--- config.mk ---
export PLATFORM = sky130hd
export DESIGN_NAME = prc_micro_stage
export DESIGN_NICKNAME = d
export VERILOG_FILES = /design/src/prc_pkg.sv /design/src/prc_micro_stage.sv
export SDC_FILE = /design/constraint.sdc
export NUM_CORES = 1
export LEC_CHECK = 0
export ABC_AREA = 1
export BUFFER_PORTS_ARGS = -buffer_cell sky130_fd_sc_hd__clkbuf_2
export CAP_MARGIN = 10
export CORE_UTILIZATION = 50
export CTS_CLUSTER_SIZE = 24
export DETAILED_ROUTE_END_ITERATION = 7
export PLACE_DENSITY = 0.83
export SLEW_MARGIN = 20
export SYNTH_ARGS = -nofsm -noshare
export SYNTH_HDL_FRONTEND = slang
export SYNTH_SLANG_ARGS = --single-unit
export TNS_END_PERCENT = 30
--- constraint.sdc ---
create_clock -name clk -period 7.1 [get_ports clk]
set_input_delay 1.42 -clock clk [delete_from_list [all_inputs] [get_ports clk]]
set_output_delay 1.42 -clock clk [all_outputs]
set_load 0.005 [all_outputs]
--- src/prc_pkg.sv ---
`timescale 1ns / 1ps

package prc_pkg;

    localparam int COORD_BITS_DEF = 16;
    localparam int ANGLE_BITS_DEF = 16;
    localparam int STAGES_DEF     = 18;
    localparam int MAX_STAGES     = 32;

    // The datapath keeps (58 - COORD_BITS) fraction bits, so integer plus
    // fraction plus headroom is the same width for every coordinate size.
    localparam int FRAC_BASE   = 58;
    localparam int DATA_W      = 62;
    localparam int TURN_BITS   = 32;
    localparam int RESID_BITS  = 30;
    localparam int ZW          = 34;
    localparam int FRONT_DEPTH = 4;
    localparam int BACK_DEPTH  = 2;

    localparam logic [TURN_BITS-1:0] ATAN_TURN [MAX_STAGES] = '{
        32'h20000000, 32'h12E4051D, 32'h09FB385B, 32'h051111D4, 32'h028B0D43,
        32'h0145D7E1, 32'h00A2F61E, 32'h00517C55, 32'h0028BE53, 32'h00145F2E,
        32'h000A2F98, 32'h000517CC, 32'h00028BE6, 32'h000145F3, 32'h0000A2F9,
        32'h0000517C, 32'h000028BE, 32'h0000145F, 32'h00000A2F, 32'h00000517,
        32'h0000028B, 32'h00000145, 32'h000000A2, 32'h00000051, 32'h00000028,
        32'h00000014, 32'h0000000A, 32'h00000005, 32'h00000002, 32'h00000001,
        32'h00000000, 32'h00000000
    };

    function automatic int stages_used(input int n);
        return (n > MAX_STAGES) ? MAX_STAGES : n;
    endfunction

    function automatic logic [63:0] div_u64(input logic [63:0] n, input logic [63:0] d);
        logic [64:0] r;
        logic [63:0] q;
        r = '0;
        q = '0;
        for (int b = 63; b >= 0; b--)
        begin
            r = {r[63:0], n[b]};
            if (r >= {1'b0, d})
            begin
                r    = r - {1'b0, d};
                q[b] = 1'b1;
            end
        end
        return q;
    endfunction

    function automatic logic [63:0] isqrt_u64(input logic [63:0] v);
        logic [63:0] n;
        logic [63:0] r;
        logic [63:0] b;
        n = v;
        r = '0;
        b = 64'd1 << 62;
        for (int k = 0; k < 32; k++)
        begin
            if (b > n)
            begin
                b = b >> 2;
            end
        end
        for (int k = 0; k < 32; k++)
        begin
            if (b != 64'd0)
            begin
                if (n >= r + b)
                begin
                    n = n - (r + b);
                    r = (r >> 1) + b;
                end
                else
                begin
                    r = r >> 1;
                end
                b = b >> 2;
            end
        end
        return r;
    endfunction

    // CORDIC gain in Q31: K squared is built in Q62, then its square root taken.
    function automatic logic [63:0] gain_q31(input int n);
        logic [63:0] k2;
        k2 = 64'd1 << 62;
        for (int i = 0; i < MAX_STAGES; i++)
        begin
            if (i < n)
            begin
                k2 = k2 - div_u64(k2, (64'd1 << (2 * i)) + 64'd1);
            end
        end
        return isqrt_u64(k2);
    endfunction

endpackage

--- src/prc_micro_stage.sv ---
`timescale 1ns / 1ps

module prc_micro_stage
    import prc_pkg::*;
#(
    parameter int COORD_BITS = COORD_BITS_DEF,
    parameter int SHIFT      = 0
) (
    input  logic                         clk,
    input  logic                         rst_n,
    input  logic                         up_valid,
    output logic                         up_ready,
    input  logic signed [DATA_W-1:0]     up_x,
    input  logic signed [DATA_W-1:0]     up_y,
    input  logic signed [ZW-1:0]         up_z,
    input  logic signed [COORD_BITS-1:0] up_cx,
    input  logic signed [COORD_BITS-1:0] up_cy,
    output logic                         dn_valid,
    input  logic                         dn_ready,
    output logic signed [DATA_W-1:0]     dn_x,
    output logic signed [DATA_W-1:0]     dn_y,
    output logic signed [ZW-1:0]         dn_z,
    output logic signed [COORD_BITS-1:0] dn_cx,
    output logic signed [COORD_BITS-1:0] dn_cy
);

    localparam logic signed [ZW-1:0] ATAN =
        $signed({{(ZW - TURN_BITS){1'b0}}, ATAN_TURN[SHIFT]});

    logic                         valid_reg;
    logic                         en;
    logic                         ccw;
    logic signed [DATA_W-1:0]     xs, ys;
    logic signed [DATA_W-1:0]     x_reg, y_reg, x_next, y_next;
    logic signed [ZW-1:0]         z_reg, z_next;
    logic signed [COORD_BITS-1:0] cx_reg, cy_reg;

    assign en       = !valid_reg || dn_ready;
    assign up_ready = en;
    assign dn_valid = valid_reg;

    assign ccw    = !up_z[ZW-1];
    assign xs     = up_x >>> SHIFT;
    assign ys     = up_y >>> SHIFT;
    assign x_next = ccw ? up_x - ys : up_x + ys;
    assign y_next = ccw ? up_y + xs : up_y - xs;
    assign z_next = ccw ? up_z - ATAN : up_z + ATAN;

    always_ff @(posedge clk or negedge rst_n)
    begin
        if (!rst_n)
        begin
            valid_reg <= 1'b0;
        end
        else if (en)
        begin
            valid_reg <= up_valid;
        end
    end

    always_ff @(posedge clk)
    begin
        if (en)
        begin
            x_reg  <= x_next;
            y_reg  <= y_next;
            z_reg  <= z_next;
            cx_reg <= up_cx;
            cy_reg <= up_cy;
        end
    end

    assign dn_x  = x_reg;
    assign dn_y  = y_reg;
    assign dn_z  = z_reg;
    assign dn_cx = cx_reg;
    assign dn_cy = cy_reg;

endmodule

Word-level counts from Yosys, hierarchy flattened --
Cells that the tools add are included.
Operators by class: reductions and logical operators 2, add/subtract/negate cells 5, multiplexer cells 3
Operators with widths (count):
- $mux 62 | 2
- $sub 62x62->62 | 2
- $add 62x62->62 | 1
- $add 34x31->34 const B | 1
- $mux 34 | 1
- $sub 34x31->34 const B | 1
- $logic_not 1->1 | 1
- $logic_or 1x1->1 | 1
Storage, ports and cells: bits in registers 191, logic and storage cells 16, output and inout bits 192, input port bits 194

Longest topological paths before layout --
depth in word-level cells 2, gate-level depth with buffers 18, gate-level depth less buffers 17

Worst setup path after synthesis --
OpenSTA, ideal clock, no wires.
path type in2out, from in dn_ready, to out up_ready, data arrival time 5.474 ns, path buffers 0, required time 5.680 ns, setup slack 0.206 ns, stages on the path 2, cells stage by stage inv_1 > nand2_1
On the way: longest elaborated chain between the ends 1
RTL lines:
- from (decl) | RTL line prc_micro_stage.sv:19 | input logic dn_ready,
- $logic_or 1x1->1 | RTL line prc_micro_stage.sv:38 | assign en = !valid_reg || dn_ready;
- to (decl) | RTL line prc_micro_stage.sv:12 | output logic up_ready,
No other way between the ends.

Worst setup path in the final report --
from in up_x[9], to reg y_reg[32] (netlist: dn_y[32]) (data pin)
On the way: longest elaborated chain between the ends 2
RTL lines:
- from (decl) | RTL line prc_micro_stage.sv:13 | input logic signed [DATA_W-1:0] up_x,
- $add 62x62->62 / $sub 62x62->62 (equally long branches) | RTL line prc_micro_stage.sv:46 | assign y_next = ccw ? up_y + xs : up_y - xs;
- $mux 62 * | RTL line prc_micro_stage.sv:46
- via y_next[32] | RTL line prc_micro_stage.sv:34 | logic signed [DATA_W-1:0] x_reg, y_reg, x_next, y_next;
- to (signal assigned) | RTL line prc_micro_stage.sv:66 | y_reg <= y_next;
- to (decl) | RTL line prc_micro_stage.sv:34
The timed path passes the listed nets; every way through them passes the cells marked *. A chain may end at the register's enable or synchronous reset.

==> metrics list <==
- Result of the run: finished, final reports clean
* Syn_nets: between 4,000 and 5,000
* Period minus WS final: 3.759 ns
- The synthesized design contains around 190 enable-type register cells.
- Final routed wirelength across all metal layers: ~92,000 um
- After the first detailed-routing iteration, the DRC count stood at 2,479.
* Destination of the critical timing path: dn_y[32]
- TritonCTS built the clock tree.
* Final Hold Violating Endpoints: 0
* First-pass GRT wire length: around 140,000 um
- Fraction of the mapped netlist area in compound gates: under 10%
* Average size of a mapped cell: 6.043 sq um
- Synth cell types: 40
- Overall power after layout: 0.004385 W
- CP arrival: between 4 and 5 ns
* RSZ-0062 raised after global routing: false
- Depth of the worst register-to-register path: 3
- In the finished design, the share of the clock period the worst path needs comes to 52.95%.
- TritonCTS created 17 clock buffers.
* Number of max-slew violations in the final report: 0
- Sorting the synthesized cells by area gives the leading types as edfxtp_1, nand2_1, inv_1, ha_1, nand3_1.
* Chip height: about 220 um
* Number of synthesized register bits: 190
- In the final timing run, aggregate negative setup slack is 0 ns.
- Setup Fix Bufs, Post-CTS: 0
- Drt wl/cell: a little under 20 um
- Vias per cell: 5.292
- The commonest cells after synthesis are nand2_1, inv_1, nand3_1.
- The min-delay analysis places its worst path in the category input port to async pin.
- The sequential cells in the finished layout cover a total of 5700 sq um.
* # clock sinks: 190
- Startpoint Class: input port
- Worst slew margin: approximately a third
- Xor/xnor share of the synthesized area: 1.536%
- During synthesis, Yosys emitted a total of 0 warnings.
- Global routing finished with a remaining overflow of 0.
- In this run the worst path has a maximum fanout of 11.
* Worst Path Class, Setup: input port to register
- The final route contains 25,435 vias.
- The filler cells instantiated in the layout total between 4,000 and 5,000.
* Largest net degree at the start of global routing: approximately 80
- The count of nets left with antenna violations once routing finished came out at 0.
- Placeable Area: around 46,000 sq um
* Portion of netlist area occupied by mux cells: less than 1%
- Initial cell density of the core: 51.07%
- Combinational share of power: 41.8%
- The number of hold buffers added after CTS was 0.
* Post-CTS clock slew at the launch and capture registers of the worst setup and hold paths: approximately 0.08 ns
* Die Footprint: around 48,000 sq um
- Detailed-router iteration count before antenna repair: 8
- edfxtp_1 takes more of the synthesized area than any other cell.
* HPWL reported at the end of detailed placement: approximately 80,000 um
- In this run the critical register-to-register path is launched from dn_valid.
- Growth of design area from synthesis to finish: 11.69%
- Setup violations remaining at the end of the flow were counted as 0.
- Area of combinational cells with multiple inputs: 13,830 sq um
- Post-synthesis share of cell area spent on and, or, nand and nor gates: slightly below 40%
- In the final layout, the share of cells above drive strength 1 is a little over an eighth.
- Share of total power in the clock network: about a quarter
- Ys flop type: edfxtp_1
- Pre-CTS setup slack: 3.003 ns
* Setup slack of the most critical reg-to-reg path: 4.63 ns
- Sw Pwr: 0.001896 W
* H-tree Lvls: 4
- The die is around 220 um wide.
- Via count of the first global-routing pass: 23,629
* Actual slew at the worst max-slew pin: between 0.9 and 1 ns
* Timing startpoint of the critical path: up_x[9]
- For this run, design rule violations remaining after detail routing come to 0.
- Number of instances resized during post-cts repair: 0
* Worst Slack Setup Final: approximately 3.3 ns
* Most frequently used cell type in the post-synthesis netlist: nand2_1
* Synthesized area: 23,380 sq um
- Combined global-route utilization of all metal layers: roughly 39%
- The number of antenna violations at the first check in global routing came to 1.
* Max VDD drop: 0.1954 mV
- Top-level port count: approximately 390
- CP required: between 7 and 8 ns
- Fraction of the yosys area taken by sequential cells: between 20% and 30%
- The tool flagged a number of max-cap violations equal to 0.
- For the worst-skew pair, the clock arrives at the later sink with an insertion delay of between 0.5 and 0.6 ns.
* Areal power density over the cells: about 170 nW/um^2
* Kind of capture point of the worst setup path: register
- Proportion of netlist area held by the largest area contributor: between 20 and 25%
* Bufs on Longest Clock Path: 2
- Of the total synthesized cell area, the portion taken by full adders, half adders and majority gates is between 10 and 15%.
* Number of nets in the final layout: between 4,000 and 5,000
- The floorplan has a little under 80 rows.
- Root Driver: clkbuf_16
* Buffers on Ports: 385
- By area, the combinational part of the netlist is dominated by simple AND/OR/NAND/NOR gates.
* Destination of the worst register-to-register timing path: dn_y[48]
- Internal power comes to between 0.002 and 0.0025 W.
- Registers are responsible for roughly a third of the overall power.
* Fraction of synthesis flops using an asynchronous set or reset pin: less than 1%
* Last weighted congestion value of the routability-driven placer: approximately 1.0
- Switching power as a share of total power: around 43%
- Clk_skew: approximately 0.017 ns
- Maximum frequency from static timing analysis: about 270 MHz
- Reported leakage power: between 15 and 20 nW
- Post-Syn Instances: roughly 3,900
-- cell type report --
class,count,area share [%]
multi-input combinational,2735,52.96
clock inverter,15,0.8003
antenna,1,0.009584
clock buffer,17,1.629
sequential,190,21.83
inverter,857,12.33
tap,600,2.875
timing repair buffer,391,7.562
-- flip-flops by register name (all words and copies together), names as in the netlist --
name / cells
dn_cx: 16
dn_z: 34
dn_y: 61
dn_cy: 16
dn_valid: 1
dn_x: 62
-- metal layers --
metal  GRT usage, %  wire length, um  vias up
met5              0                0        -
met2          60.14            39970     1252
met1          50.57            39150    11507
met4          17.32             4082        0
met3          8.796             9190      190
li1               -                -    12486
-- per-stage QoR --
| stage | area (sq um) | utilization, % | hold slack [ns] | cells |
|---|---|---|---|---|
| floorplan | 23380 | - | 1.124 | 3868 |
| global placement | 25470 | 55.65 | 0.9221 | 4773 |
| detailed placement | 25470 | 55.65 | 0.9143 | 4773 |
| CTS | 26110 | 57.04 | 0.6439 | 4805 |
| global route | 26110 | 57.04 | 0.6642 | 4805 |
| finish | 26110 | 57.04 | 0.6804 | 4806 |
-- worst max-delay path, stage by stage --
cell      delay [ns]
clkbuf_2        0.11
inv_1           0.04
ha_1            0.68
inv_1           0.31
nand2_1         0.12
nand2_1         0.07
nand2_1         0.06
nand2_1         0.10
a21oi_1         0.15
nand2_1         0.15
nand2_1         0.09
nand2_1         0.12
xor2_1          0.48
nand2_1         0.10
nand2_1         0.10
-- power groups by stage --
stage / clock [W] / sequential, W / combinational (W)
4_1_cts: 0.00109 / 0.00148 / 0.00178
3_5_place_dp: 0 / 0.00151 / 0.00177
3_3_place_gp: 0 / 0.00151 / 0.00177
5_1_grt: 0.00112 / 0.00149 / 0.00200
2_1_floorplan: 0 / 0.00152 / 0.00109
6_report: 0.00107 / 0.00148 / 0.00183
-- placed cells by master, fill, tap and decap left out, types with 8 or more instances in the layout --
master	Yosys	layout
nor3_2	21	21
inv_1	835	834
nand2_1	1462	1461
nor2_1	211	211
edfxtp_1	189	189
o21bai_1	20	20
clkbuf_2	0	384
a21oi_1	164	164
ha_1	201	201
o21ai_0	118	118
nand3_2	11	11
clkbuf_16	0	17
nor2_4	8	8
nor2_2	43	43
xor2_1	41	41
nand3_1	305	305
o22ai_1	14	14
nand2_2	24	24
inv_2	21	21
nand4_1	53	53
-- worst min path at each step --
stage               startpoint       end
CTS                      rst_n  dn_valid
global placement      dn_valid  dn_z[17]
floorplan                rst_n  dn_valid
detailed placement    dn_valid  dn_z[17]
finish                   rst_n  dn_valid
global route             rst_n  dn_valid
-- kinds of logic after synthesis --
| logic type | count (synthesis) |
|---|---|
| simple gates | 2155 |
| compound gates | 332 |
| xor+xnor | 41 |
| buf+inv | 943 |
| fa+ha+maj | 205 |
| mux | 2 |
| flops | 190 |
Note: power is estimated with default switching activity, not from simulation.
