<file path="src/prc_pkg.sv">
`timescale 1ns / 1ps

package prc_pkg;

    localparam int COORD_BITS_DEF = 16;
    localparam int ANGLE_BITS_DEF = 16;
    localparam int STAGES_DEF     = 18;
    localparam int MAX_STAGES     = 32;

    // The datapath keeps (58 - COORD_BITS) fraction bits, so integer plus
    // fraction plus headroom is the same width for every coordinate size.
    localparam int FRAC_BASE   = 58;
    localparam int DATA_W      = 62;
    localparam int TURN_BITS   = 32;
    localparam int RESID_BITS  = 30;
    localparam int ZW          = 34;
    localparam int FRONT_DEPTH = 4;
    localparam int BACK_DEPTH  = 2;

    localparam logic [TURN_BITS-1:0] ATAN_TURN [MAX_STAGES] = '{
        32'h20000000, 32'h12E4051D, 32'h09FB385B, 32'h051111D4, 32'h028B0D43,
        32'h0145D7E1, 32'h00A2F61E, 32'h00517C55, 32'h0028BE53, 32'h00145F2E,
        32'h000A2F98, 32'h000517CC, 32'h00028BE6, 32'h000145F3, 32'h0000A2F9,
        32'h0000517C, 32'h000028BE, 32'h0000145F, 32'h00000A2F, 32'h00000517,
        32'h0000028B, 32'h00000145, 32'h000000A2, 32'h00000051, 32'h00000028,
        32'h00000014, 32'h0000000A, 32'h00000005, 32'h00000002, 32'h00000001,
        32'h00000000, 32'h00000000
    };

    function automatic int stages_used(input int n);
        return (n > MAX_STAGES) ? MAX_STAGES : n;
    endfunction

    function automatic logic [63:0] div_u64(input logic [63:0] n, input logic [63:0] d);
        logic [64:0] r;
        logic [63:0] q;
        r = '0;
        q = '0;
        for (int b = 63; b >= 0; b--)
        begin
            r = {r[63:0], n[b]};
            if (r >= {1'b0, d})
            begin
                r    = r - {1'b0, d};
                q[b] = 1'b1;
            end
        end
        return q;
    endfunction

    function automatic logic [63:0] isqrt_u64(input logic [63:0] v);
        logic [63:0] n;
        logic [63:0] r;
        logic [63:0] b;
        n = v;
        r = '0;
        b = 64'd1 << 62;
        for (int k = 0; k < 32; k++)
        begin
            if (b > n)
            begin
                b = b >> 2;
            end
        end
        for (int k = 0; k < 32; k++)
        begin
            if (b != 64'd0)
            begin
                if (n >= r + b)
                begin
                    n = n - (r + b);
                    r = (r >> 1) + b;
                end
                else
                begin
                    r = r >> 1;
                end
                b = b >> 2;
            end
        end
        return r;
    endfunction

    // CORDIC gain in Q31: K squared is built in Q62, then its square root taken.
    function automatic logic [63:0] gain_q31(input int n);
        logic [63:0] k2;
        k2 = 64'd1 << 62;
        for (int i = 0; i < MAX_STAGES; i++)
        begin
            if (i < n)
            begin
                k2 = k2 - div_u64(k2, (64'd1 << (2 * i)) + 64'd1);
            end
        end
        return isqrt_u64(k2);
    endfunction

endpackage

</file>
<file path="src/prc_if.sv">
`timescale 1ns / 1ps

interface prc_point_if
    import prc_pkg::*;
#(
    parameter int COORD_BITS = COORD_BITS_DEF,
    parameter int ANGLE_BITS = ANGLE_BITS_DEF
) ();
    logic                         valid;
    logic                         ready;
    logic signed [COORD_BITS-1:0] point_x;
    logic signed [COORD_BITS-1:0] point_y;
    logic signed [COORD_BITS-1:0] center_x;
    logic signed [COORD_BITS-1:0] center_y;
    logic        [ANGLE_BITS-1:0] turn_angle;

    modport source (output valid, point_x, point_y, center_x, center_y, turn_angle,
                    input ready);
    modport sink (input valid, point_x, point_y, center_x, center_y, turn_angle,
                  output ready);
endinterface


</file>
<file path="src/prc_front.sv">
`timescale 1ns / 1ps

module prc_front
    import prc_pkg::*;
#(
    parameter int COORD_BITS      = COORD_BITS_DEF,
    parameter int ANGLE_BITS      = ANGLE_BITS_DEF,
    parameter int ROTATION_STAGES = STAGES_DEF
) (
    input  logic                         clk,
    input  logic                         rst_n,
    prc_point_if.sink                    points,
    output logic                         dn_valid,
    input  logic                         dn_ready,
    output logic signed [DATA_W-1:0]     dn_x,
    output logic signed [DATA_W-1:0]     dn_y,
    output logic signed [ZW-1:0]         dn_z,
    output logic signed [COORD_BITS-1:0] dn_cx,
    output logic signed [COORD_BITS-1:0] dn_cy
);

    localparam int          N    = stages_used(ROTATION_STAGES);
    localparam int          G    = FRAC_BASE - COORD_BITS;
    localparam int          DW   = COORD_BITS + 1;
    localparam int          KL   = (G + 1) / 2;
    localparam int          KH   = G - KL;
    localparam logic [63:0] KQ   = gain_q31(N);
    localparam int          UP   = (G >= 31) ? G - 31 : 0;
    localparam int          DN   = (G >= 31) ? 0 : 31 - G;
    localparam logic [63:0] KG   = (KQ << UP) >> DN;
    localparam logic [KL-1:0] KG_LO = KG[KL-1:0];
    localparam logic [KH-1:0] KG_HI = KG[G-1:KL];

    typedef enum logic [1:0] {
        QUAD_0   = 2'd0,
        QUAD_90  = 2'd1,
        QUAD_180 = 2'd2,
        QUAD_270 = 2'd3
    } quad_t;

    logic [FRONT_DEPTH-1:0] v_reg;
    logic [FRONT_DEPTH-1:0] en;

    logic signed [DW-1:0]         dx_reg, dy_reg, dx_next, dy_next;
    logic        [TURN_BITS-1:0]  turn_reg, turn_next;
    logic signed [COORD_BITS-1:0] cx0_reg, cy0_reg;

    logic signed [DW-1:0]         qx_reg, qy_reg, qx_next, qy_next;
    logic signed [ZW-1:0]         z1_reg, z1_next;
    logic signed [COORD_BITS-1:0] cx1_reg, cy1_reg;
    quad_t                        quad;

    logic signed [DW+KL:0]        pxl_reg, pyl_reg;
    logic signed [DW+KH:0]        pxh_reg, pyh_reg;
    logic signed [ZW-1:0]         z2_reg;
    logic signed [COORD_BITS-1:0] cx2_reg, cy2_reg;

    logic signed [DATA_W-1:0]     x_reg, y_reg, x_next, y_next;
    logic signed [ZW-1:0]         z3_reg;
    logic signed [COORD_BITS-1:0] cx3_reg, cy3_reg;

    assign en[3]        = !v_reg[3] || dn_ready;
    assign en[2]        = !v_reg[2] || en[3];
    assign en[1]        = !v_reg[1] || en[2];
    assign en[0]        = !v_reg[0] || en[1];
    assign points.ready = en[0];
    assign dn_valid     = v_reg[3];

    assign dx_next   = DW'(points.point_x) - DW'(points.center_x);
    assign dy_next   = DW'(points.point_y) - DW'(points.center_y);
    assign turn_next = TURN_BITS'(points.turn_angle) << (TURN_BITS - ANGLE_BITS);

    assign quad    = quad_t'(turn_reg[TURN_BITS-1:TURN_BITS-2]);
    assign z1_next = $signed({{(ZW - RESID_BITS){1'b0}}, turn_reg[RESID_BITS-1:0]});

    always_comb
    begin
        unique case (quad)
            QUAD_90:
            begin
                qx_next = -dy_reg;
                qy_next = dx_reg;
            end
            QUAD_180:
            begin
                qx_next = -dx_reg;
                qy_next = -dy_reg;
            end
            QUAD_270:
            begin
                qx_next = dy_reg;
                qy_next = -dx_reg;
            end
            default:
            begin
                qx_next = dx_reg;
                qy_next = dy_reg;
            end
        endcase
    end

    assign x_next = (DATA_W'(pxh_reg) <<< KL) + DATA_W'(pxl_reg);
    assign y_next = (DATA_W'(pyh_reg) <<< KL) + DATA_W'(pyl_reg);

    always_ff @(posedge clk or negedge rst_n)
    begin
        if (!rst_n)
        begin
            v_reg <= '0;
        end
        else
        begin
            if (en[0])
            begin
                v_reg[0] <= points.valid;
            end
            for (int k = 1; k < FRONT_DEPTH; k++)
            begin
                if (en[k])
                begin
                    v_reg[k] <= v_reg[k-1];
                end
            end
        end
    end

    always_ff @(posedge clk)
    begin
        if (en[0])
        begin
            dx_reg   <= dx_next;
            dy_reg   <= dy_next;
            turn_reg <= turn_next;
            cx0_reg  <= points.center_x;
            cy0_reg  <= points.center_y;
        end
        if (en[1])
        begin
            qx_reg  <= qx_next;
            qy_reg  <= qy_next;
            z1_reg  <= z1_next;
            cx1_reg <= cx0_reg;
            cy1_reg <= cy0_reg;
        end
        if (en[2])
        begin
            pxl_reg <= qx_reg * $signed({1'b0, KG_LO});
            pyl_reg <= qy_reg * $signed({1'b0, KG_LO});
            pxh_reg <= qx_reg * $signed({1'b0, KG_HI});
            pyh_reg <= qy_reg * $signed({1'b0, KG_HI});
            z2_reg  <= z1_reg;
            cx2_reg <= cx1_reg;
            cy2_reg <= cy1_reg;
        end
        if (en[3])
        begin
            x_reg   <= x_next;
            y_reg   <= y_next;
            z3_reg  <= z2_reg;
            cx3_reg <= cx2_reg;
            cy3_reg <= cy2_reg;
        end
    end

    assign dn_x  = x_reg;
    assign dn_y  = y_reg;
    assign dn_z  = z3_reg;
    assign dn_cx = cx3_reg;
    assign dn_cy = cy3_reg;

endmodule

</file>
<file path="src/flat_wrapper.sv">
// flat-port wrapper written by rule: the top's interface ports become plain ports
module prc_front_flat import prc_pkg::*;
#(
    parameter int COORD_BITS      = COORD_BITS_DEF,
    parameter int ANGLE_BITS      = ANGLE_BITS_DEF,
    parameter int ROTATION_STAGES = STAGES_DEF
)
  (clk, rst_n, dn_valid, dn_ready, dn_x, dn_y, dn_z, dn_cx, dn_cy, points_valid, points_point_x, points_point_y, points_center_x, points_center_y, points_turn_angle, points_ready);
  prc_point_if #(.COORD_BITS(COORD_BITS), .ANGLE_BITS(ANGLE_BITS)) points_i ();
  input  logic clk;
  input  logic rst_n;
  output logic dn_valid;
  input  logic dn_ready;
  output logic signed [DATA_W-1:0] dn_x;
  output logic signed [DATA_W-1:0] dn_y;
  output logic signed [ZW-1:0] dn_z;
  output logic signed [COORD_BITS-1:0] dn_cx;
  output logic signed [COORD_BITS-1:0] dn_cy;
  input wire logic [$bits(points_i.valid)-1:0] points_valid;
  input wire logic [$bits(points_i.point_x)-1:0] points_point_x;
  input wire logic [$bits(points_i.point_y)-1:0] points_point_y;
  input wire logic [$bits(points_i.center_x)-1:0] points_center_x;
  input wire logic [$bits(points_i.center_y)-1:0] points_center_y;
  input wire logic [$bits(points_i.turn_angle)-1:0] points_turn_angle;
  output wire logic [$bits(points_i.ready)-1:0] points_ready;
  assign points_i.valid = points_valid;
  assign points_i.point_x = points_point_x;
  assign points_i.point_y = points_point_y;
  assign points_i.center_x = points_center_x;
  assign points_i.center_y = points_center_y;
  assign points_i.turn_angle = points_turn_angle;
  assign points_ready = points_i.ready;
  prc_front #(.COORD_BITS(COORD_BITS), .ANGLE_BITS(ANGLE_BITS), .ROTATION_STAGES(ROTATION_STAGES)) u_core (.clk(clk), .rst_n(rst_n), .points(points_i), .dn_valid(dn_valid), .dn_ready(dn_ready), .dn_x(dn_x), .dn_y(dn_y), .dn_z(dn_z), .dn_cx(dn_cx), .dn_cy(dn_cy));
endmodule
</file>
<file path="config.mk">
export PLATFORM = sky130hd
export DESIGN_NAME = prc_front_flat
export DESIGN_NICKNAME = d
export VERILOG_FILES = /design/src/prc_pkg.sv /design/src/prc_if.sv /design/src/prc_front.sv /design/src/flat_wrapper.sv
export SDC_FILE = /design/constraint.sdc
export NUM_CORES = 2
export LEC_CHECK = 0
export BUFFER_PORTS_ARGS = -buffer_cell sky130_fd_sc_hd__buf_2
export CAP_MARGIN = 10
export CORE_MARGIN = 5
export CORE_UTILIZATION = 35
export CTS_CLUSTER_DIAMETER = 60
export CTS_CLUSTER_SIZE = 20
export DETAILED_ROUTE_END_ITERATION = 12
export SLEW_MARGIN = 30
export SYNTH_ARGS = -nofsm -noshare
export SYNTH_HDL_FRONTEND = slang
export SYNTH_SLANG_ARGS = --single-unit
</file>
<file path="constraint.sdc">
create_clock -name clk -period 11.84 [get_ports clk]
set_input_delay 2.368 -clock clk [delete_from_list [all_inputs] [get_ports clk]]
set_output_delay 2.368 -clock clk [all_outputs]
set_load 0.005 [all_outputs]
</file>
Word-level counts from Yosys, hierarchy flattened
Cells that the tools add are included.
Widths: inputs -> output; s select.
{"block": "word_totals", "regBits": 512, "mem_bits_ro": 0, "out_inout_bits": 192, "ramBits": 0, "mem_count": 0, "latch_bits": 0}
{"block": "classes", "div": 0, "n_mul": 4, "bitwise": 0, "n_eq_ne": 3, "n_mux": 2, "n_reduce_logical": 8, "shifts": 0, "n_lt_le_gt_ge": 0, "addsub": 6}
{"cell": "$add 60x39->61", "count": 2}
{"cell": "$pmux 17 s3", "count": 2}
{"cell": "$mul 17x22->39 const B", "count": 2}
{"cell": "$mul 17x9->26 const B", "count": 2}
{"cell": "$neg 17->17", "count": 2}
{"cell": "$sub 16x16->17", "count": 2}
{"cell": "$eq 2x2->1 const B", "count": 2}
{"cell": "$logic_not 1->1", "count": 4}
{"cell": "$logic_or 1x1->1", "count": 4}
{"cell": "$eq 2x1->1 const B", "count": 1}

Depth between registers and ports, before layout
{"block": "depth", "depth_word": 5, "depth_mapped": 23, "mapped_depth_nobuf": 22}

Worst setup path after synthesis
No wires, ideal clock.
{"block": "synth_path", "path_kind": "input port to output port", "startpoint": "input port dn_ready", "endpoint": "output port points_ready", "path_buffers": 0, "required_ns": 9.472, "path_stages": 2, "t_arrival_ns": 4.932, "setup_slack_ns": 4.540, "cell_sequence": "nor2b_1 > nand4_1"}
{"block": "synth_via", "elab_chain_len": 4}
{"element": "start: declaration", "line_no": "flat_wrapper.sv:13", "rtl": "input logic dn_ready;"}
{"element": "$logic_or 1x1->1", "line_no": "prc_front.sv:62", "rtl": "assign en[3] = !v_reg[3] || dn_ready;"}
{"element": "$logic_or 1x1->1", "line_no": "prc_front.sv:63", "rtl": "assign en[2] = !v_reg[2] || en[3];"}
{"element": "$logic_or 1x1->1", "line_no": "prc_front.sv:64", "rtl": "assign en[1] = !v_reg[1] || en[2];"}
{"element": "$logic_or 1x1->1", "line_no": "prc_front.sv:65", "rtl": "assign en[0] = !v_reg[0] || en[1];"}
{"element": "end: declaration", "line_no": "flat_wrapper.sv:25", "rtl": "output wire logic [$bits(points_i.ready)-1:0] points_ready;"}
No other way between the ends.

Worst setup path after layout
{"block": "layout_path", "startpoint": "register u_core.qx_reg[14]", "endpoint": "register u_core.pxh_reg[37], data pin"}
{"block": "layout_via", "elab_chain_len": 1}
{"element": "start: declaration", "line_no": "prc_front.sv:48", "rtl": "logic signed [DW-1:0] qx_reg, qy_reg, qx_next, qy_next;"}
{"element": "start signal: assignment", "line_no": "prc_front.sv:139", "rtl": "qx_reg <= qx_next;"}
{"element": "$mul 17x22->39", "line_no": "prc_front.sv:149", "rtl": "pxh_reg <= qx_reg * $signed({1'b0, KG_HI});"}
{"element": "end signal: assignment", "line_no": "prc_front.sv:149"}
{"element": "end: declaration", "line_no": "prc_front.sv:54", "rtl": "logic signed [DW+KH:0] pxh_reg, pyh_reg;"}
No other way between the ends.
A chain may end at the register's enable or synchronous reset.

==> results.json <==
{
  "yosysWarnings": 0,
  "max_slew_margin": 0.389,
  "cp-end-kind": "register",
  "globalplace.congestion": 0.904,
  "synthCells": 3569,
  "synth_ff_type": "edfxtp_1",
  "ctsResizeCount": 0,
  "vias": 25900,
  "drv_cap": 0,
  "start_util": 0.352,
  "drive_above_1_share": 0.0970,
  "synthArstFlopShare": 0.00837,
  "grt_pass1_wl_um": 152000,
  "tns_ns": 0,
  "cts_tree": "done",
  "htree_levels": 2,
  "cts.sinks": 478,
  "rrSetupSlack_ns": 5.26,
  "ys_seq_elements": 478,
  "io_pins": 276,
  "maxSlewViolCount": 0,
  "status": "completed",
  "grt_antenna_before_repair": 4,
  "hold_end": "u_core.dn_x[20]$_DFFE_PP_",
  "final_cell_mix": "inv_1, ha_1, edfxtp_1",
  "layout.nets": 4773,
  "hold_buffers": 0,
  "cts_buffer_depth": 3,
  "grt_start_max_net_pins": 83,
  "min_path_cells": 0,
  "rows": 124,
  "via_per_inst": 4.83,
  "syn-cell-area_mm2": 0.0402,
  "reg2reg_depth": 22,
  "grt_overflow_total": 0,
  "portBuffers": 229,
  "synth_top_cell_area_share": 0.354,
  "startpoint": "u_core.qx_reg[14]$_DFFE_PP_",
  "setup_violations": 0,
  "die_width_um": 349,
  "final_common_cell": "inv_1",
  "drc": 0,
  "worstHoldPathType": "reg2reg",
  "drt.antenna.violating_nets": 0,
  "drtIter0Drc": 1292,
  "min_from": "u_core.pxl_reg[20]$_DFFE_PP_",
  "synth_edf_count": 474,
  "worstSetupPathType": "reg2reg",
  "routedWlPerCell_um": 17.7,
  "ys_types": 81,
  "clk-insertion-delay-late_ns": 0.70,
  "ys_seq_area_frac": 0.356,
  "max_freq_ghz": 0.152,
  "die_area_mm2": 0.122,
  "crit_arrival_ns": 6.97,
  "finalHoldViolCount": 0,
  "period_needed_ns": 6.58,
  "grt_use_total": 0.156,
  "cts_setup_buffers": 0,
  "finalCritPeriodShare": 0.556,
  "tightest_slew_ns": 0.916,
  "rsz0062_at_grt": "false",
  "synth_area_leader_cell": "edfxtp_1",
  "cts_made_buffers": 55,
  "routed_wl_um": 95000,
  "regToRegEndpoint": "u_core.pxh_reg[37]$_DFFE_PP_",
  "cts-root-buf": "clkbuf_16",
  "place_hpwl_um": 77600,
  "clkTransAtPathRegs_ns": 0.07,
  "clock_skew_ns": 0.0735,
  "worstPathMaxFanout": 11,
  "avgSynthCellArea_um2": 11.3,
  "die_y_um": 349,
  "cp_data_required_time_ns": 12.23,
  "grt_pass1_vias": 27000,
  "startpoint_type": "register",
  "ys_top_cells_by_area": "edfxtp_1, fa_1, ha_1",
  "synthToLayoutAreaGrowth_pct": 11.8,
  "fp.coreArea_mm2": 0.114,
  "dr.pass1.iters": 5,
  "r2r-start": "u_core.qx_reg[14]$_DFFE_PP_"
}
## synthesized netlist by cell type, drive strengths merged (9+ instances only)
master and instances:
inv 636, ha 524, edfxtp 474, fa 364, a21oi 189, nor2 152
nand2 139, xnor2 136, a21o 130, o21ai 129, xor2 64, nand3 56
clkbuf 55, nor3 55, buf 53, nand2b 36, a211oi 26, nand4 24
o21bai 24, nor2b 22, and3 20, o31ai 19, or3 19, a31oi 18
o211ai 18, o21a 18, or2 15, a21boi 12, a221oi 11, and2 9
o311ai 9
## metal layers
| layer | up-vias | wire length, um | GRT usage |
|---|---|---|---|
| li1 | 12700 | - | - |
| met1 | 12600 | 44400 | 0.218 |
| met2 | 511 | 44300 | 0.258 |
| met3 | 114 | 4300 | 0.0244 |
| met4 | 2 | 2000 | 0.0355 |
| met5 | - | 13 | 0 |
## final cells by class
cell class,instances,area [um2]
clock buffers,55,1380
diodes,4,10.0
multi-input cells,2392,23100
clock inverters,47,633
inverters,636,2390
flip-flops and latches,478,14300
well taps,1512,1890
repair buffers,238,1240
fillers,11100,69300
## logic make-up after synthesis
family,share of synthesized area
other,0.0000932
AND/OR/NAND/NOR,0.0710
multiplexers,0.00261
AO/OA/AOI/OAI,0.109
buffers and inverters,0.0739
flip-flops,0.356
XOR/XNOR,0.0435
adder cells (fa/ha/maj),0.344
## critical path, cell delays in order (launching register included)
cell and delay, ns:
edfxtp_1 0.66, inv_1 0.16, ha_1 0.36, inv_1 0.09, fa_1 0.51, inv_1 0.07, fa_1 0.48, inv_1 0.05
fa_1 0.48, inv_1 0.05, fa_1 0.47, inv_1 0.05, fa_1 0.43, ha_1 0.38, a21o_1 0.22, o21bai_1 0.17
a311oi_1 0.48, o211ai_2 0.19, and4_4 0.23, a221o_1 0.37, a22oi_2 0.21, a21oi_1 0.10, xor2_1 0.15
## per-stage QoR
| stage | area (um2) | hold slack (ns) | setup WS [ns] | util | instances |
|---|---|---|---|---|---|
| 2_1_floorplan | 40400 | 0.400 | 4.54 | - | 3614 |
| 3_3_place_gp | 43000 | 0.400 | 5.33 | 0.376 | 5255 |
| 3_5_place_dp | 43000 | 0.405 | 5.29 | 0.376 | 5256 |
| 4_1_cts | 45000 | 0.373 | 5.27 | 0.393 | 5358 |
| 5_1_grt | 45000 | 0.404 | 4.85 | 0.394 | 5360 |
| 6_report | 45000 | 0.385 | 5.26 | 0.394 | 5362 |
## worst max-delay path by stage
stage | end | slack (ns)
after global routing | u_core.pxh_reg[37]$_DFFE_PP_ | 4.85
final | u_core.pxh_reg[37]$_DFFE_PP_ | 5.26
after global placement | u_core.pxh_reg[37]$_DFFE_PP_ | 5.33
after floorplan | points_ready | 4.54
after CTS | u_core.pxh_reg[37]$_DFFE_PP_ | 5.27
after detailed placement | u_core.pxh_reg[37]$_DFFE_PP_ | 5.29
Power is left out: the tool's default activity adds up to more than one toggle a clock period on the data nets, which glitch-free logic cannot reach.
