File: config.mk
export PLATFORM = sky130hd
export DESIGN_NAME = prc_back_flat
export DESIGN_NICKNAME = d
export VERILOG_FILES = /design/src/prc_pkg.sv /design/src/prc_if.sv /design/src/prc_back.sv /design/src/flat_wrapper.sv
export SDC_FILE = /design/constraint.sdc
export NUM_CORES = 1
export LEC_CHECK = 0
export ABC_AREA = 1
export ABC_CLOCK_PERIOD_IN_PS = 2000
export BUFFER_PORTS_ARGS = -buffer_cell sky130_fd_sc_hd__buf_2
export CORE_UTILIZATION = 42
export CTS_CLUSTER_SIZE = 10
export DETAILED_ROUTE_END_ITERATION = 12
export PLACE_DENSITY = 0.72
export RECOVER_POWER = 50
export SLEW_MARGIN = 0
export SYNTH_ARGS = -nofsm -noshare
export SYNTH_HDL_FRONTEND = slang
export SYNTH_SLANG_ARGS = --single-unit
File: constraint.sdc
create_clock -name clk -period 2 [get_ports clk]
set_input_delay 0 -clock clk [delete_from_list [all_inputs] [get_ports clk]]
set_output_delay 0 -clock clk [all_outputs]
set_load 0.005 [all_outputs]
File: src/prc_pkg.sv
`timescale 1ns / 1ps

package prc_pkg;

    localparam int COORD_BITS_DEF = 16;
    localparam int ANGLE_BITS_DEF = 16;
    localparam int STAGES_DEF     = 18;
    localparam int MAX_STAGES     = 32;

    // The datapath keeps (58 - COORD_BITS) fraction bits, so integer plus
    // fraction plus headroom is the same width for every coordinate size.
    localparam int FRAC_BASE   = 58;
    localparam int DATA_W      = 62;
    localparam int TURN_BITS   = 32;
    localparam int RESID_BITS  = 30;
    localparam int ZW          = 34;
    localparam int FRONT_DEPTH = 4;
    localparam int BACK_DEPTH  = 2;

    localparam logic [TURN_BITS-1:0] ATAN_TURN [MAX_STAGES] = '{
        32'h20000000, 32'h12E4051D, 32'h09FB385B, 32'h051111D4, 32'h028B0D43,
        32'h0145D7E1, 32'h00A2F61E, 32'h00517C55, 32'h0028BE53, 32'h00145F2E,
        32'h000A2F98, 32'h000517CC, 32'h00028BE6, 32'h000145F3, 32'h0000A2F9,
        32'h0000517C, 32'h000028BE, 32'h0000145F, 32'h00000A2F, 32'h00000517,
        32'h0000028B, 32'h00000145, 32'h000000A2, 32'h00000051, 32'h00000028,
        32'h00000014, 32'h0000000A, 32'h00000005, 32'h00000002, 32'h00000001,
        32'h00000000, 32'h00000000
    };

    function automatic int stages_used(input int n);
        return (n > MAX_STAGES) ? MAX_STAGES : n;
    endfunction

    function automatic logic [63:0] div_u64(input logic [63:0] n, input logic [63:0] d);
        logic [64:0] r;
        logic [63:0] q;
        r = '0;
        q = '0;
        for (int b = 63; b >= 0; b--)
        begin
            r = {r[63:0], n[b]};
            if (r >= {1'b0, d})
            begin
                r    = r - {1'b0, d};
                q[b] = 1'b1;
            end
        end
        return q;
    endfunction

    function automatic logic [63:0] isqrt_u64(input logic [63:0] v);
        logic [63:0] n;
        logic [63:0] r;
        logic [63:0] b;
        n = v;
        r = '0;
        b = 64'd1 << 62;
        for (int k = 0; k < 32; k++)
        begin
            if (b > n)
            begin
                b = b >> 2;
            end
        end
        for (int k = 0; k < 32; k++)
        begin
            if (b != 64'd0)
            begin
                if (n >= r + b)
                begin
                    n = n - (r + b);
                    r = (r >> 1) + b;
                end
                else
                begin
                    r = r >> 1;
                end
                b = b >> 2;
            end
        end
        return r;
    endfunction

    // CORDIC gain in Q31: K squared is built in Q62, then its square root taken.
    function automatic logic [63:0] gain_q31(input int n);
        logic [63:0] k2;
        k2 = 64'd1 << 62;
        for (int i = 0; i < MAX_STAGES; i++)
        begin
            if (i < n)
            begin
                k2 = k2 - div_u64(k2, (64'd1 << (2 * i)) + 64'd1);
            end
        end
        return isqrt_u64(k2);
    endfunction

endpackage

File: src/prc_if.sv


interface prc_result_if
    import prc_pkg::*;
#(
    parameter int COORD_BITS = COORD_BITS_DEF
) ();
    logic                         valid;
    logic                         ready;
    logic signed [COORD_BITS-1:0] rotated_x;
    logic signed [COORD_BITS-1:0] rotated_y;
    logic                         clipped;

    modport source (output valid, rotated_x, rotated_y, clipped, input ready);
    modport sink (input valid, rotated_x, rotated_y, clipped, output ready);
endinterface

File: src/prc_back.sv
`timescale 1ns / 1ps

module prc_back
    import prc_pkg::*;
#(
    parameter int COORD_BITS = COORD_BITS_DEF
) (
    input  logic                         clk,
    input  logic                         rst_n,
    input  logic                         up_valid,
    output logic                         up_ready,
    input  logic signed [DATA_W-1:0]     up_x,
    input  logic signed [DATA_W-1:0]     up_y,
    input  logic signed [COORD_BITS-1:0] up_cx,
    input  logic signed [COORD_BITS-1:0] up_cy,
    prc_result_if.source                 results
);

    localparam int G  = FRAC_BASE - COORD_BITS;
    localparam int SW = DATA_W + 1;
    localparam int RW = SW - G;
    localparam logic signed [SW-1:0] HALF   = SW'(1) <<< (G - 1);
    localparam logic signed [RW-1:0] LIM_HI =
        $signed({{(RW - COORD_BITS + 1){1'b0}}, {(COORD_BITS - 1){1'b1}}});
    localparam logic signed [RW-1:0] LIM_LO = ~LIM_HI;

    logic [BACK_DEPTH-1:0] v_reg;
    logic [BACK_DEPTH-1:0] en;

    logic signed [SW-1:0]         sx, sy;
    logic signed [RW-1:0]         rx_reg, ry_reg, rx_next, ry_next;
    logic signed [COORD_BITS-1:0] ox_reg, oy_reg, ox_next, oy_next;
    logic                         clip_reg, clip_next;
    logic                         hi_x, lo_x, hi_y, lo_y;

    assign en[1]         = !v_reg[1] || results.ready;
    assign en[0]         = !v_reg[0] || en[1];
    assign up_ready      = en[0];
    assign results.valid = v_reg[1];

    // Round half up: add one half below the binary point, then floor.
    assign sx      = SW'(up_x) + (SW'(up_cx) <<< G) + HALF;
    assign sy      = SW'(up_y) + (SW'(up_cy) <<< G) + HALF;
    assign rx_next = RW'(sx >>> G);
    assign ry_next = RW'(sy >>> G);

    assign hi_x = rx_reg > LIM_HI;
    assign lo_x = rx_reg < LIM_LO;
    assign hi_y = ry_reg > LIM_HI;
    assign lo_y = ry_reg < LIM_LO;

    assign ox_next   = hi_x ? COORD_BITS'(LIM_HI) :
                       lo_x ? COORD_BITS'(LIM_LO) : rx_reg[COORD_BITS-1:0];
    assign oy_next   = hi_y ? COORD_BITS'(LIM_HI) :
                       lo_y ? COORD_BITS'(LIM_LO) : ry_reg[COORD_BITS-1:0];
    assign clip_next = hi_x || lo_x || hi_y || lo_y;

    always_ff @(posedge clk or negedge rst_n)
    begin
        if (!rst_n)
        begin
            v_reg <= '0;
        end
        else
        begin
            if (en[0])
            begin
                v_reg[0] <= up_valid;
            end
            if (en[1])
            begin
                v_reg[1] <= v_reg[0];
            end
        end
    end

    always_ff @(posedge clk)
    begin
        if (en[0])
        begin
            rx_reg <= rx_next;
            ry_reg <= ry_next;
        end
        if (en[1])
        begin
            ox_reg   <= ox_next;
            oy_reg   <= oy_next;
            clip_reg <= clip_next;
        end
    end

    assign results.rotated_x = ox_reg;
    assign results.rotated_y = oy_reg;
    assign results.clipped   = clip_reg;

endmodule

File: src/flat_wrapper.sv
// flat-port wrapper written by rule: the top's interface ports become plain ports
module prc_back_flat import prc_pkg::*;
#(
    parameter int COORD_BITS = COORD_BITS_DEF
)
  (clk, rst_n, up_valid, up_ready, up_x, up_y, up_cx, up_cy, results_valid, results_rotated_x, results_rotated_y, results_clipped, results_ready);
  prc_result_if #(.COORD_BITS(COORD_BITS)) results_i ();
  input  logic clk;
  input  logic rst_n;
  input  logic up_valid;
  output logic up_ready;
  input  logic signed [DATA_W-1:0] up_x;
  input  logic signed [DATA_W-1:0] up_y;
  input  logic signed [COORD_BITS-1:0] up_cx;
  input  logic signed [COORD_BITS-1:0] up_cy;
  output wire logic [$bits(results_i.valid)-1:0] results_valid;
  output wire logic [$bits(results_i.rotated_x)-1:0] results_rotated_x;
  output wire logic [$bits(results_i.rotated_y)-1:0] results_rotated_y;
  output wire logic [$bits(results_i.clipped)-1:0] results_clipped;
  input wire logic [$bits(results_i.ready)-1:0] results_ready;
  assign results_valid = results_i.valid;
  assign results_rotated_x = results_i.rotated_x;
  assign results_rotated_y = results_i.rotated_y;
  assign results_clipped = results_i.clipped;
  assign results_i.ready = results_ready;
  prc_back #(.COORD_BITS(COORD_BITS)) u_core (.clk(clk), .rst_n(rst_n), .up_valid(up_valid), .up_ready(up_ready), .up_x(up_x), .up_y(up_y), .up_cx(up_cx), .up_cy(up_cy), .results(results_i));
endmodule
# Word-level counts from Yosys, hierarchy flattened
# Cells that the tools add are included.
# Widths: inputs -> output; s select.
# word_totals
elab_cells,24
reg_bits,77
# op_classes
addsub,4
magnitude_cmp,4
n_mux,2
n_reduce_logical,7
# op_table
op,count
$add 62x58->63,2
$add 63x43->63 const B,2
$gt 21x16->1 const B,2
$lt 21x16->1 const B,2
$mux 16,2
$logic_or 1x1->1,5
$logic_not 1->1,2

# Logic depth before layout (Yosys ltp)
# Gate-level depths: netlist of run 1.
# logic_depth
ltp_word,4
ltp_mapped,11

# Least setup slack after synthesis of run 1
# Ideal clock, no wire load.
# synth_timing
kind,reg-to-reg
start,register u_core.v_reg[1]
end,register u_core.rx_reg[0] (enable)
t_arrival_ps,1384
slack_ps,-57
path_buffers,0
path_stages_with_launch,2
period_less_slack_ps,2057
cell_sequence,dfrtp_1 -> nand3_1
# synth_between
elab_chain_len,3
# synth_lines
item,line,rtl
start: declaration,prc_back.sv:27,logic [BACK_DEPTH-1:0] v_reg;
start signal: assignment,prc_back.sv:72,v_reg[1] <= v_reg[0];
$logic_not 1->1,prc_back.sv:36,assign en[1] = !v_reg[1] || results.ready;
$logic_or 1x1->1,prc_back.sv:36,
$logic_or 1x1->1,prc_back.sv:37,assign en[0] = !v_reg[0] || en[1];
named net up_ready,flat_wrapper.sv:11,output logic up_ready;
end signal: assignment,prc_back.sv:81,rx_reg <= rx_next;
end: declaration,prc_back.sv:31,"logic signed [RW-1:0] rx_reg, ry_reg, rx_next, ry_next;"
# The timed path passes the listed nets, and every way through them passes these cells.
# A chain may end at the register's enable or synchronous reset.

# Worst setup path after layout of run 1
# layout_timing
start,register u_core.v_reg[1]
end,output up_ready
# layout_between
elab_chain_len,3
# layout_lines
item,line
$logic_not 1->1,prc_back.sv:36
$logic_or 1x1->1,prc_back.sv:36
$logic_or 1x1->1,prc_back.sv:37
end: declaration,flat_wrapper.sv:11
# Every way passes these cells.

==> flow_metrics.tcl, run 1 <==
set metrics [dict create \
    clkLatencyLatePin_ns 0.32 \
    post-synth-top-area-cell "edfxtp_1" \
    critPathCaptureType "output port" \
    slew_headroom 0.4655 \
    wl_met1_mm 6.258 \
    dr_wl_met3_um 639 \
    tns_ns 0 \
    ys_ff_latch 77 \
    synthCells 783 \
    drt_iter0_drc 292 \
    synth_area_leaders "edfxtp_1 40%, nand2_1 23%, inv_1 9.1%" \
    leakagePower_nw 3.518 \
    ys_seq_area_frac 0.4116 \
    cts_tree "built" \
    die_area_sq_um 13780 \
    reg2reg_slack_ns 0.49 \
    worst_ep_arrival_time_ns 1.64 \
    path_cells "nand3_1, buf_12, buf_2" \
    synth_top_area_share 0.4027 \
    hpwlAfterDp_mm 9.625 \
    crit_required_ns 2.00 \
    cts.sinks 77 \
    initial_core_util 0.4361 \
    start_kind "flip-flop" \
    layout-drive-gt1-share 0.1242 \
    hold_viol 0 \
    holdWs_ns 0.03448 \
    clockBufferDepth 2 \
    layout.nets 1108 \
    finalCritPeriodShare 0.8196 \
    avgSynthCellArea_sq_um 7.143 \
    die_y_um 117.4 \
    hp-class "in -> reg" \
    cp_max_fo 25 \
    root_buffer "clkbuf_16" \
    fin_util 0.5166 \
    overflow 0 \
    wirelength_mm 11.59 \
    ys_types 24 \
    grt_util_all_layers 0.1740 \
    drc 0 \
    core_sq_um 12820 \
    synth_area_sq_um 5593 \
    drv_slew 0 \
    num_vias 4936 \
    fin_skew_ns 0.003378 \
    path_clk_slew_ns 0.05 \
    ir_drop_uv 322.9 \
    rows 41 \
    power_density_nw_per_um2 746.6 \
    top_layer_used "met4" \
    rsz0062_at_grt "false" \
    port-buffer-count 112 \
    worst_pin_slew_ns 0.8017 \
    layout_commonest_cell "nand2_1" \
    final_cell_mix "339 x nand2_1, 135 x inv_1, 94 x buf_2" \
    yosys_warnings 0 \
    die_w_um 117.4 \
    ant_nets 0 \
    worst_slack_ns 0.3609 \
    avgRoutedWirePerCell_um 10.72 \
    grt_max_degree 35 \
    cp_slowest_cell "nand3_1" \
    grt_pass1_vias 4293 \
    grt_pass1_wl_mm 19.33 \
    crit_type "reg -> out" \
    synth_nets 985 \
    critPathMaxStageDelay_ns 0.45 \
    status "finished clean" \
    period_minus_slack_ns 1.639 \
    numCtsBuffers 9 \
    diodes 0 \
    met2_length_mm 4.527 \
    pre_cts_ws_ns 0.2888 \
    syn2layout_area_growth_pct 18.46 \
    dr.pass1.iters 6 \
    io_pins 195 \
    htreeDepth 3 \
    gp_congestion 0.8951 \
    ctsHoldBuffers 3 \
    via_per_inst 4.562 \
    setup_violations 0 \
    post_cts_resize_count 0 \
    maxCapViolations 0 \
    post_cts_buffers 0 \
    max_freq_ghz 0.6101 \
    grt_antenna_before_repair 0 \
]
## synth_stat cells (all sizes together)
| cell | instances |
|---|---|
| nand2 | 340 |
| fa | 2 |
| ha | 40 |
| nor2 | 66 |
| nand3b | 1 |
| nor3 | 8 |
| xor2 | 16 |
| o21ai | 17 |
| a21oi | 20 |
| xnor2 | 3 |
| nand4 | 8 |
| buf | 3 |
| o2111ai | 1 |
| clkbuf | 4 |
| inv | 135 |
| or2 | 1 |
| dfrtp | 2 |
| edfxtp | 75 |
| nand3 | 41 |
## logic make-up after synthesis
kind of cell             after synthesis  share of synthesized area
flip-flops                            77                     0.4116
XOR/XNOR                              19                    0.02975
buffers and inverters                142                    0.09620
adder cells (fa/ha/maj)               42                    0.09664
AND/OR/NAND/NOR                      465                     0.3304
AO/OA/AOI/OAI                         38                    0.03535
## path summary, 6_finish.rpt
path	startpoint	endpoint	cells past startpoint
worst max-delay path	u_core.v_reg[1]$_DFFE_PN0P_	up_ready	3
min in group asynchronous	rst_n	u_core.v_reg[0]$_DFFE_PN0P_	3
worst min-delay path	up_cx[0]	u_core.rx_reg[0]$_DFFE_PP_	2
worst min register to register	u_core.ry_reg[20]$_DFFE_PP_	u_core.results.rotated_y[15]$_SDFFCE_PN0P_	0
worst max register to register	u_core.rx_reg[18]$_DFFE_PP_	u_core.results.clipped$_DFFE_PP_	4
max in group asynchronous	rst_n	u_core.v_reg[1]$_DFFE_PN0P_	3
## metal layers
layer	vias to the layer above	GRT usage
li1	2699	-
met1	2062	0.2665
met2	163	0.2511
met3	12	0.01848
met4	0	0.06169
met5	-	0
## cell type report
cell class / count / area [sq um]
fillers: 1351 / 6200
inverters: 135 / 506.7
repair buffers: 119 / 608.1
flip-flops and latches: 77 / 2302
clock inverters: 4 / 16.27
well taps: 172 / 215.2
clock buffers: 11 / 232.7
multi-input cells: 564 / 2744
## critical path, delay by kind of cell, from the launching register on
family | cells | cell delay (ns)
buffers and inverters | 2 | 0.50
flip-flops | 1 | 0.36
AND/OR/NAND/NOR | 1 | 0.45
## report_power, final
| group | switching, mW | internal, mW |
|---|---|---|
| Combinational | 0.846 | 0.494 |
| Clock | 0.534 | 0.816 |
| Sequential | 0.0823 | 2.17 |
| Total | 1.46 | 3.49 |
## per-stage QoR
step,cells,instance area [sq um],power [mW]
after floorplan,783,5598,3.174
after global placement,1064,6385,3.612
after detailed placement,1064,6385,3.636
after CTS,1082,6664,5.003
after global routing,1082,6625,5.274
final,1082,6625,4.947
No activity file was read; power rests on OpenSTA's default activity.
==> run 2: changes to the inputs <==
Settings changed: ABC_CLOCK_PERIOD_IN_PS 2000 to 1500.
Clock period 2 ns to 1.5 ns, I/O delays scaled along.
==> flow_metrics.tcl, run 2 (synthesized netlist as in run 1, its figures left out) <==
set metrics [dict create \
    status "finished clean" \
    hold_depth 2 \
    avgRoutedWirePerCell_um 11.05 \
    min_to "u_core.ry_reg[0]$_DFFE_PP_" \
    critPathMaxStageDelay_ns 0.39 \
    leakagePower_nw 3.760 \
    clkLatencyLatePin_ns 0.33 \
    cp_max_fo 4 \
    grt_util_all_layers 0.1855 \
    initial_core_util 0.4361 \
    grt_max_degree 45 \
    ir_drop_uv 507.9 \
    cts_tree "built" \
    crit_required_ns 1.58 \
    drc 0 \
    rows 41 \
    max_freq_ghz 0.7299 \
    layout.nets 1156 \
    gp_congestion 0.8989 \
    setup_violations 0 \
    reg2reg_slack_ns 0.15 \
    r2r-start "u_core.rx_reg[15]$_DFFE_PP_" \
    cp_slowest_cell "ha_1" \
    layout-drive-gt1-share 0.1735 \
    critPathCaptureType "flip-flop" \
    final_cell_mix "338 x nand2_1, 135 x inv_1, 97 x buf_2" \
    num_vias 5105 \
    htreeDepth 3 \
    via_per_inst 4.522 \
    crit_type "in -> reg" \
    maxCapViolations 0 \
    period_minus_slack_ns 1.370 \
    path_clk_slew_ns 0.06 \
    ant_nets 0 \
    rsz0062_at_grt "false" \
    wirelength_mm 12.48 \
    grt_antenna_before_repair 0 \
    fin_skew_ns 0.008159 \
    seq_area_sq_um 2302 \
    overflow 0 \
    worst_ep_arrival_time_ns 1.45 \
    grt_pass1_vias 4465 \
    layout_commonest_cell "nand2_1" \
    core_sq_um 12820 \
    finalCritPeriodShare 0.9133 \
    hp-class "in -> reg" \
    multi_input_area_sq_um 2764 \
    cts.sinks 77 \
    hold_viol 0 \
    power_density_nw_per_um2 975.4 \
    port-buffer-count 112 \
    worst_path_most_repeated_cell "nand2_1" \
    fin_util 0.5469 \
    dr.pass1.iters 4 \
    grt_pass1_wl_mm 20.55 \
    root_buffer "clkbuf_16" \
    holdWs_ns 0.03757 \
    min_from "up_cy[0]" \
    drt_iter0_drc 319 \
    slew_headroom 0.7129 \
    r2r_cells 5 \
    path_cells "buf_2, ha_1, nand2_1, inv_1, nand2_1, o21ai_0, nand2_1, nand3_1, nand2_1" \
    worst_pin_slew_ns 0.4306 \
    start_kind "input port" \
    diodes 0 \
    die_y_um 117.4 \
    power.total_mw 6.842 \
    hpwlAfterDp_mm 10.35 \
    die_w_um 117.4 \
    reg2reg_to "u_core.results.clipped$_DFFE_PP_" \
    post_cts_resize_count 0 \
    die_area_sq_um 13780 \
    syn2layout_area_growth_pct 25.41 \
    clockBufferDepth 2 \
    drv_slew 0 \
    nFillCells 1271 \
    io_pins 195 \
    numCtsBuffers 9 \
]
## run 2: worst max-delay path by stage
stage	to	slack, ns	cells past startpoint	start
2_1_floorplan	u_core.ry_reg[11]$_DFFE_PP_	0.17	9	up_y[41]
3_3_place_gp	u_core.rx_reg[15]$_DFFE_PP_	-0.06	10	up_x[52]
3_5_place_dp	u_core.rx_reg[15]$_DFFE_PP_	-0.08	10	up_x[41]
4_1_cts	u_core.results.clipped$_DFFE_PP_	0.13	5	u_core.rx_reg[15]$_DFFE_PP_
5_1_grt	u_core.results.clipped$_DFFE_PP_	0.003	5	u_core.rx_reg[18]$_DFFE_PP_
6_report	u_core.ry_reg[10]$_DFFE_PP_	0.13	9	up_y[44]
## run 2: cell type report
cell class / instances / area share
clock buffers: 10 / 0.03264
clock inverters: 4 / 0.002497
inverters: 135 / 0.07224
multi-input cells: 564 / 0.3940
flip-flops and latches: 77 / 0.3282
well taps: 172 / 0.03068
repair buffers: 167 / 0.1397
## run 2: critical path: cells and delay by family
family                     cells  cell delay (ns)
and+or+nand+nor                5             0.48
buffers and inverters          2             0.21
AOI/OAI and AO/OA              1             0.36
adders and majority gates      1             0.39
## run 2: where the power goes
part	switching, mW	internal, mW	leakage (nW)	total, mW
Sequential	0.117	2.90	0.766	3.02
Clock	0.733	1.08	0.123	1.81
Combinational	1.18	0.835	2.87	2.01
## run 2: what timing repair did
item | in CTS | in global routing
buffers inserted | 0 | 0
endpoints found under the hold margin | 3 | 0
hold buffers | 3 | 0
## run 2: through the flow
step	instances	instance area, sq um	setup TNS, ns	setup WS (ns)
final	1129	7014	0	0.1300
after global routing	1129	7014	0	0.003280
after CTS	1129	7057	0	0.1331
after detailed placement	1112	6780	-0.7634	-0.08453
after global placement	1112	6780	-0.4326	-0.06157
after floorplan	783	5608	0	0.1677
## run 2: metal layers
metal  track usage  up-vias  wire, um
li1              -     2791         -
met1        0.2839     2171      6714
met2        0.2696      135      4967
met3       0.02432        8       661
met4       0.05438        0       133
met5             0        -         0
==> run 3: changes to the inputs <==
Settings changed: CORE_ASPECT_RATIO set to 1.4, CORE_UTILIZATION 42 to 46, PLACE_DENSITY 0.72 to 0.77, SETUP_SLACK_MARGIN set to 0.05.
==> flow_metrics.tcl, run 3 (synthesized netlist as in run 1, its figures left out) <==
set metrics [dict create \
    crit_required_ns 1.57 \
    rows 47 \
    hold_viol 0 \
    port-buffer-count 112 \
    io_pins 195 \
    dp.cells 1089 \
    crit_type "reg -> reg" \
    period_minus_slack_ns 1.318 \
    hpwlAfterDp_mm 10.20 \
    rsz0062_at_grt "false" \
    die_y_um 132.5 \
    cp_max_fo 9 \
    final_cells 1108 \
    core_sq_um 11820 \
    switchingPower_mw 2.098 \
    gp_congestion 0.8993 \
    clkPwrFrac 0.298 \
    cts_tree "built" \
    worst_ep_arrival_time_ns 1.39 \
    setup_violations 0 \
    ant_nets 0 \
    grt_util_all_layers 0.2043 \
    intPower_mw 5.027 \
    layout.nets 1158 \
    avgRoutedWirePerCell_um 11.08 \
    root_buffer "clkbuf_16" \
    max_freq_ghz 0.7587 \
    leakagePower_nw 3.782 \
    critPathCaptureType "flip-flop" \
    grt_pass1_vias 4795 \
    diodes 0 \
    swShare 0.2945 \
    start_kind "flip-flop" \
    grt_pass1_wl_mm 20.39 \
    post_cts_buffers 0 \
    ir_drop_uv 523.2 \
    power_density_nw_per_um2 1012 \
    status "finished clean" \
    slew_headroom 0.7188 \
    final_cell_mix "337 x nand2_1, 135 x inv_1, 96 x buf_2" \
    comb_power_share 0.280 \
    power_frac_seq 0.422 \
    drt_iter0_drc 266 \
    layout_commonest_cell "nand2_1" \
    fin_skew_ns 0.007082 \
    clkLatencyLatePin_ns 0.33 \
    layout-drive-gt1-share 0.1800 \
    grt_max_degree 45 \
    reg2reg_slack_ns 0.18 \
    cts.sinks 77 \
    clockBufferDepth 2 \
    final_area_sq_um 7044 \
    dr.pass1.iters 7 \
    finalCritPeriodShare 0.8787 \
    num_vias 5173 \
    grt_antenna_before_repair 0 \
    maxCapViolations 0 \
    die_w_um 95.19 \
    initial_core_util 0.4732 \
    worst_slack_ns 0.1820 \
    die_area_sq_um 12610 \
    numCtsBuffers 9 \
    dpl_cell_area_sq_um 6764 \
    path_clk_slew_ns 0.06 \
    htreeDepth 3 \
    drv_slew 0 \
    overflow 0 \
    pre_cts_ws_ns -0.1077 \
    syn2layout_area_growth_pct 25.95 \
    wirelength_mm 12.28 \
    hp-class "in -> reg" \
    via_per_inst 4.669 \
    tns_ns 0 \
    worst_pin_slew_ns 0.4218 \
    drc 0 \
]
## run 3: routing by layer
layer / global-route usage / share of wire
met3: 0.02126 / 0.040
met4: 0.07576 / 0.020
met2: 0.3508 / 0.48
met1: 0.2605 / 0.46
met5: 0 / 0
## run 3: cell type report
class / instances / area [sq um]
fillers: 1110 / 4776
inverters: 135 / 506.7
clock inverters: 7 / 75.07
clock buffers: 9 / 225.2
well taps: 147 / 183.9
flip-flops and latches: 77 / 2302
repair buffers: 169 / 993.5
multi-input cells: 564 / 2758
## run 3: worst max-delay path, stage by stage (launching register included)
cell and delay (ns):
edfxtp_1 0.40, nor3_1 0.20, nand2_1 0.08, nand2_2 0.14
buf_4 0.18, nand2_1 0.07
## run 3: power by group through the flow
stage | Clock, mW | Sequential, mW | Combinational, mW
global placement | 0 | 3.05 | 1.98
CTS | 2.16 | 3.01 | 2.03
finish | 2.12 | 3.01 | 2.00
floorplan | 0 | 3.06 | 1.18
detailed placement | 0 | 3.05 | 2.01
global route | 2.23 | 3.05 | 2.26
## run 3: worst paths after layout
check / start / end / depth (start not counted)
worst max-delay path: u_core.ry_reg[17]$_DFFE_PP_ / u_core.results.rotated_y[0]$_SDFFCE_PN1P_ / 5
worst min-delay path: up_x[42] / u_core.rx_reg[0]$_DFFE_PP_ / 2
worst max register to register: u_core.ry_reg[17]$_DFFE_PP_ / u_core.results.rotated_y[0]$_SDFFCE_PN1P_ / 5
worst min register to register: u_core.rx_reg[20]$_DFFE_PP_ / u_core.results.rotated_x[15]$_SDFFCE_PN0P_ / 0
max in group asynchronous: rst_n / u_core.v_reg[1]$_DFFE_PN0P_ / 3
min in group asynchronous: rst_n / u_core.v_reg[0]$_DFFE_PN0P_ / 3
## run 3: through the flow
stage	hold slack [ns]	total power [mW]	utilization
finish	0.04361	7.125	0.5960
global route	0.04795	7.536	0.5960
CTS	0.03255	7.196	0.6002
detailed placement	-0.2123	5.059	0.5722
global placement	-0.2142	5.026	0.5722
floorplan	-0.2956	4.234	-
## run 3: what timing repair did
item,CTS,global route
hold buffers,3,0
endpoints found under the setup margin,0,9
endpoints found under the hold margin,3,0
gates resized for setup,0,1
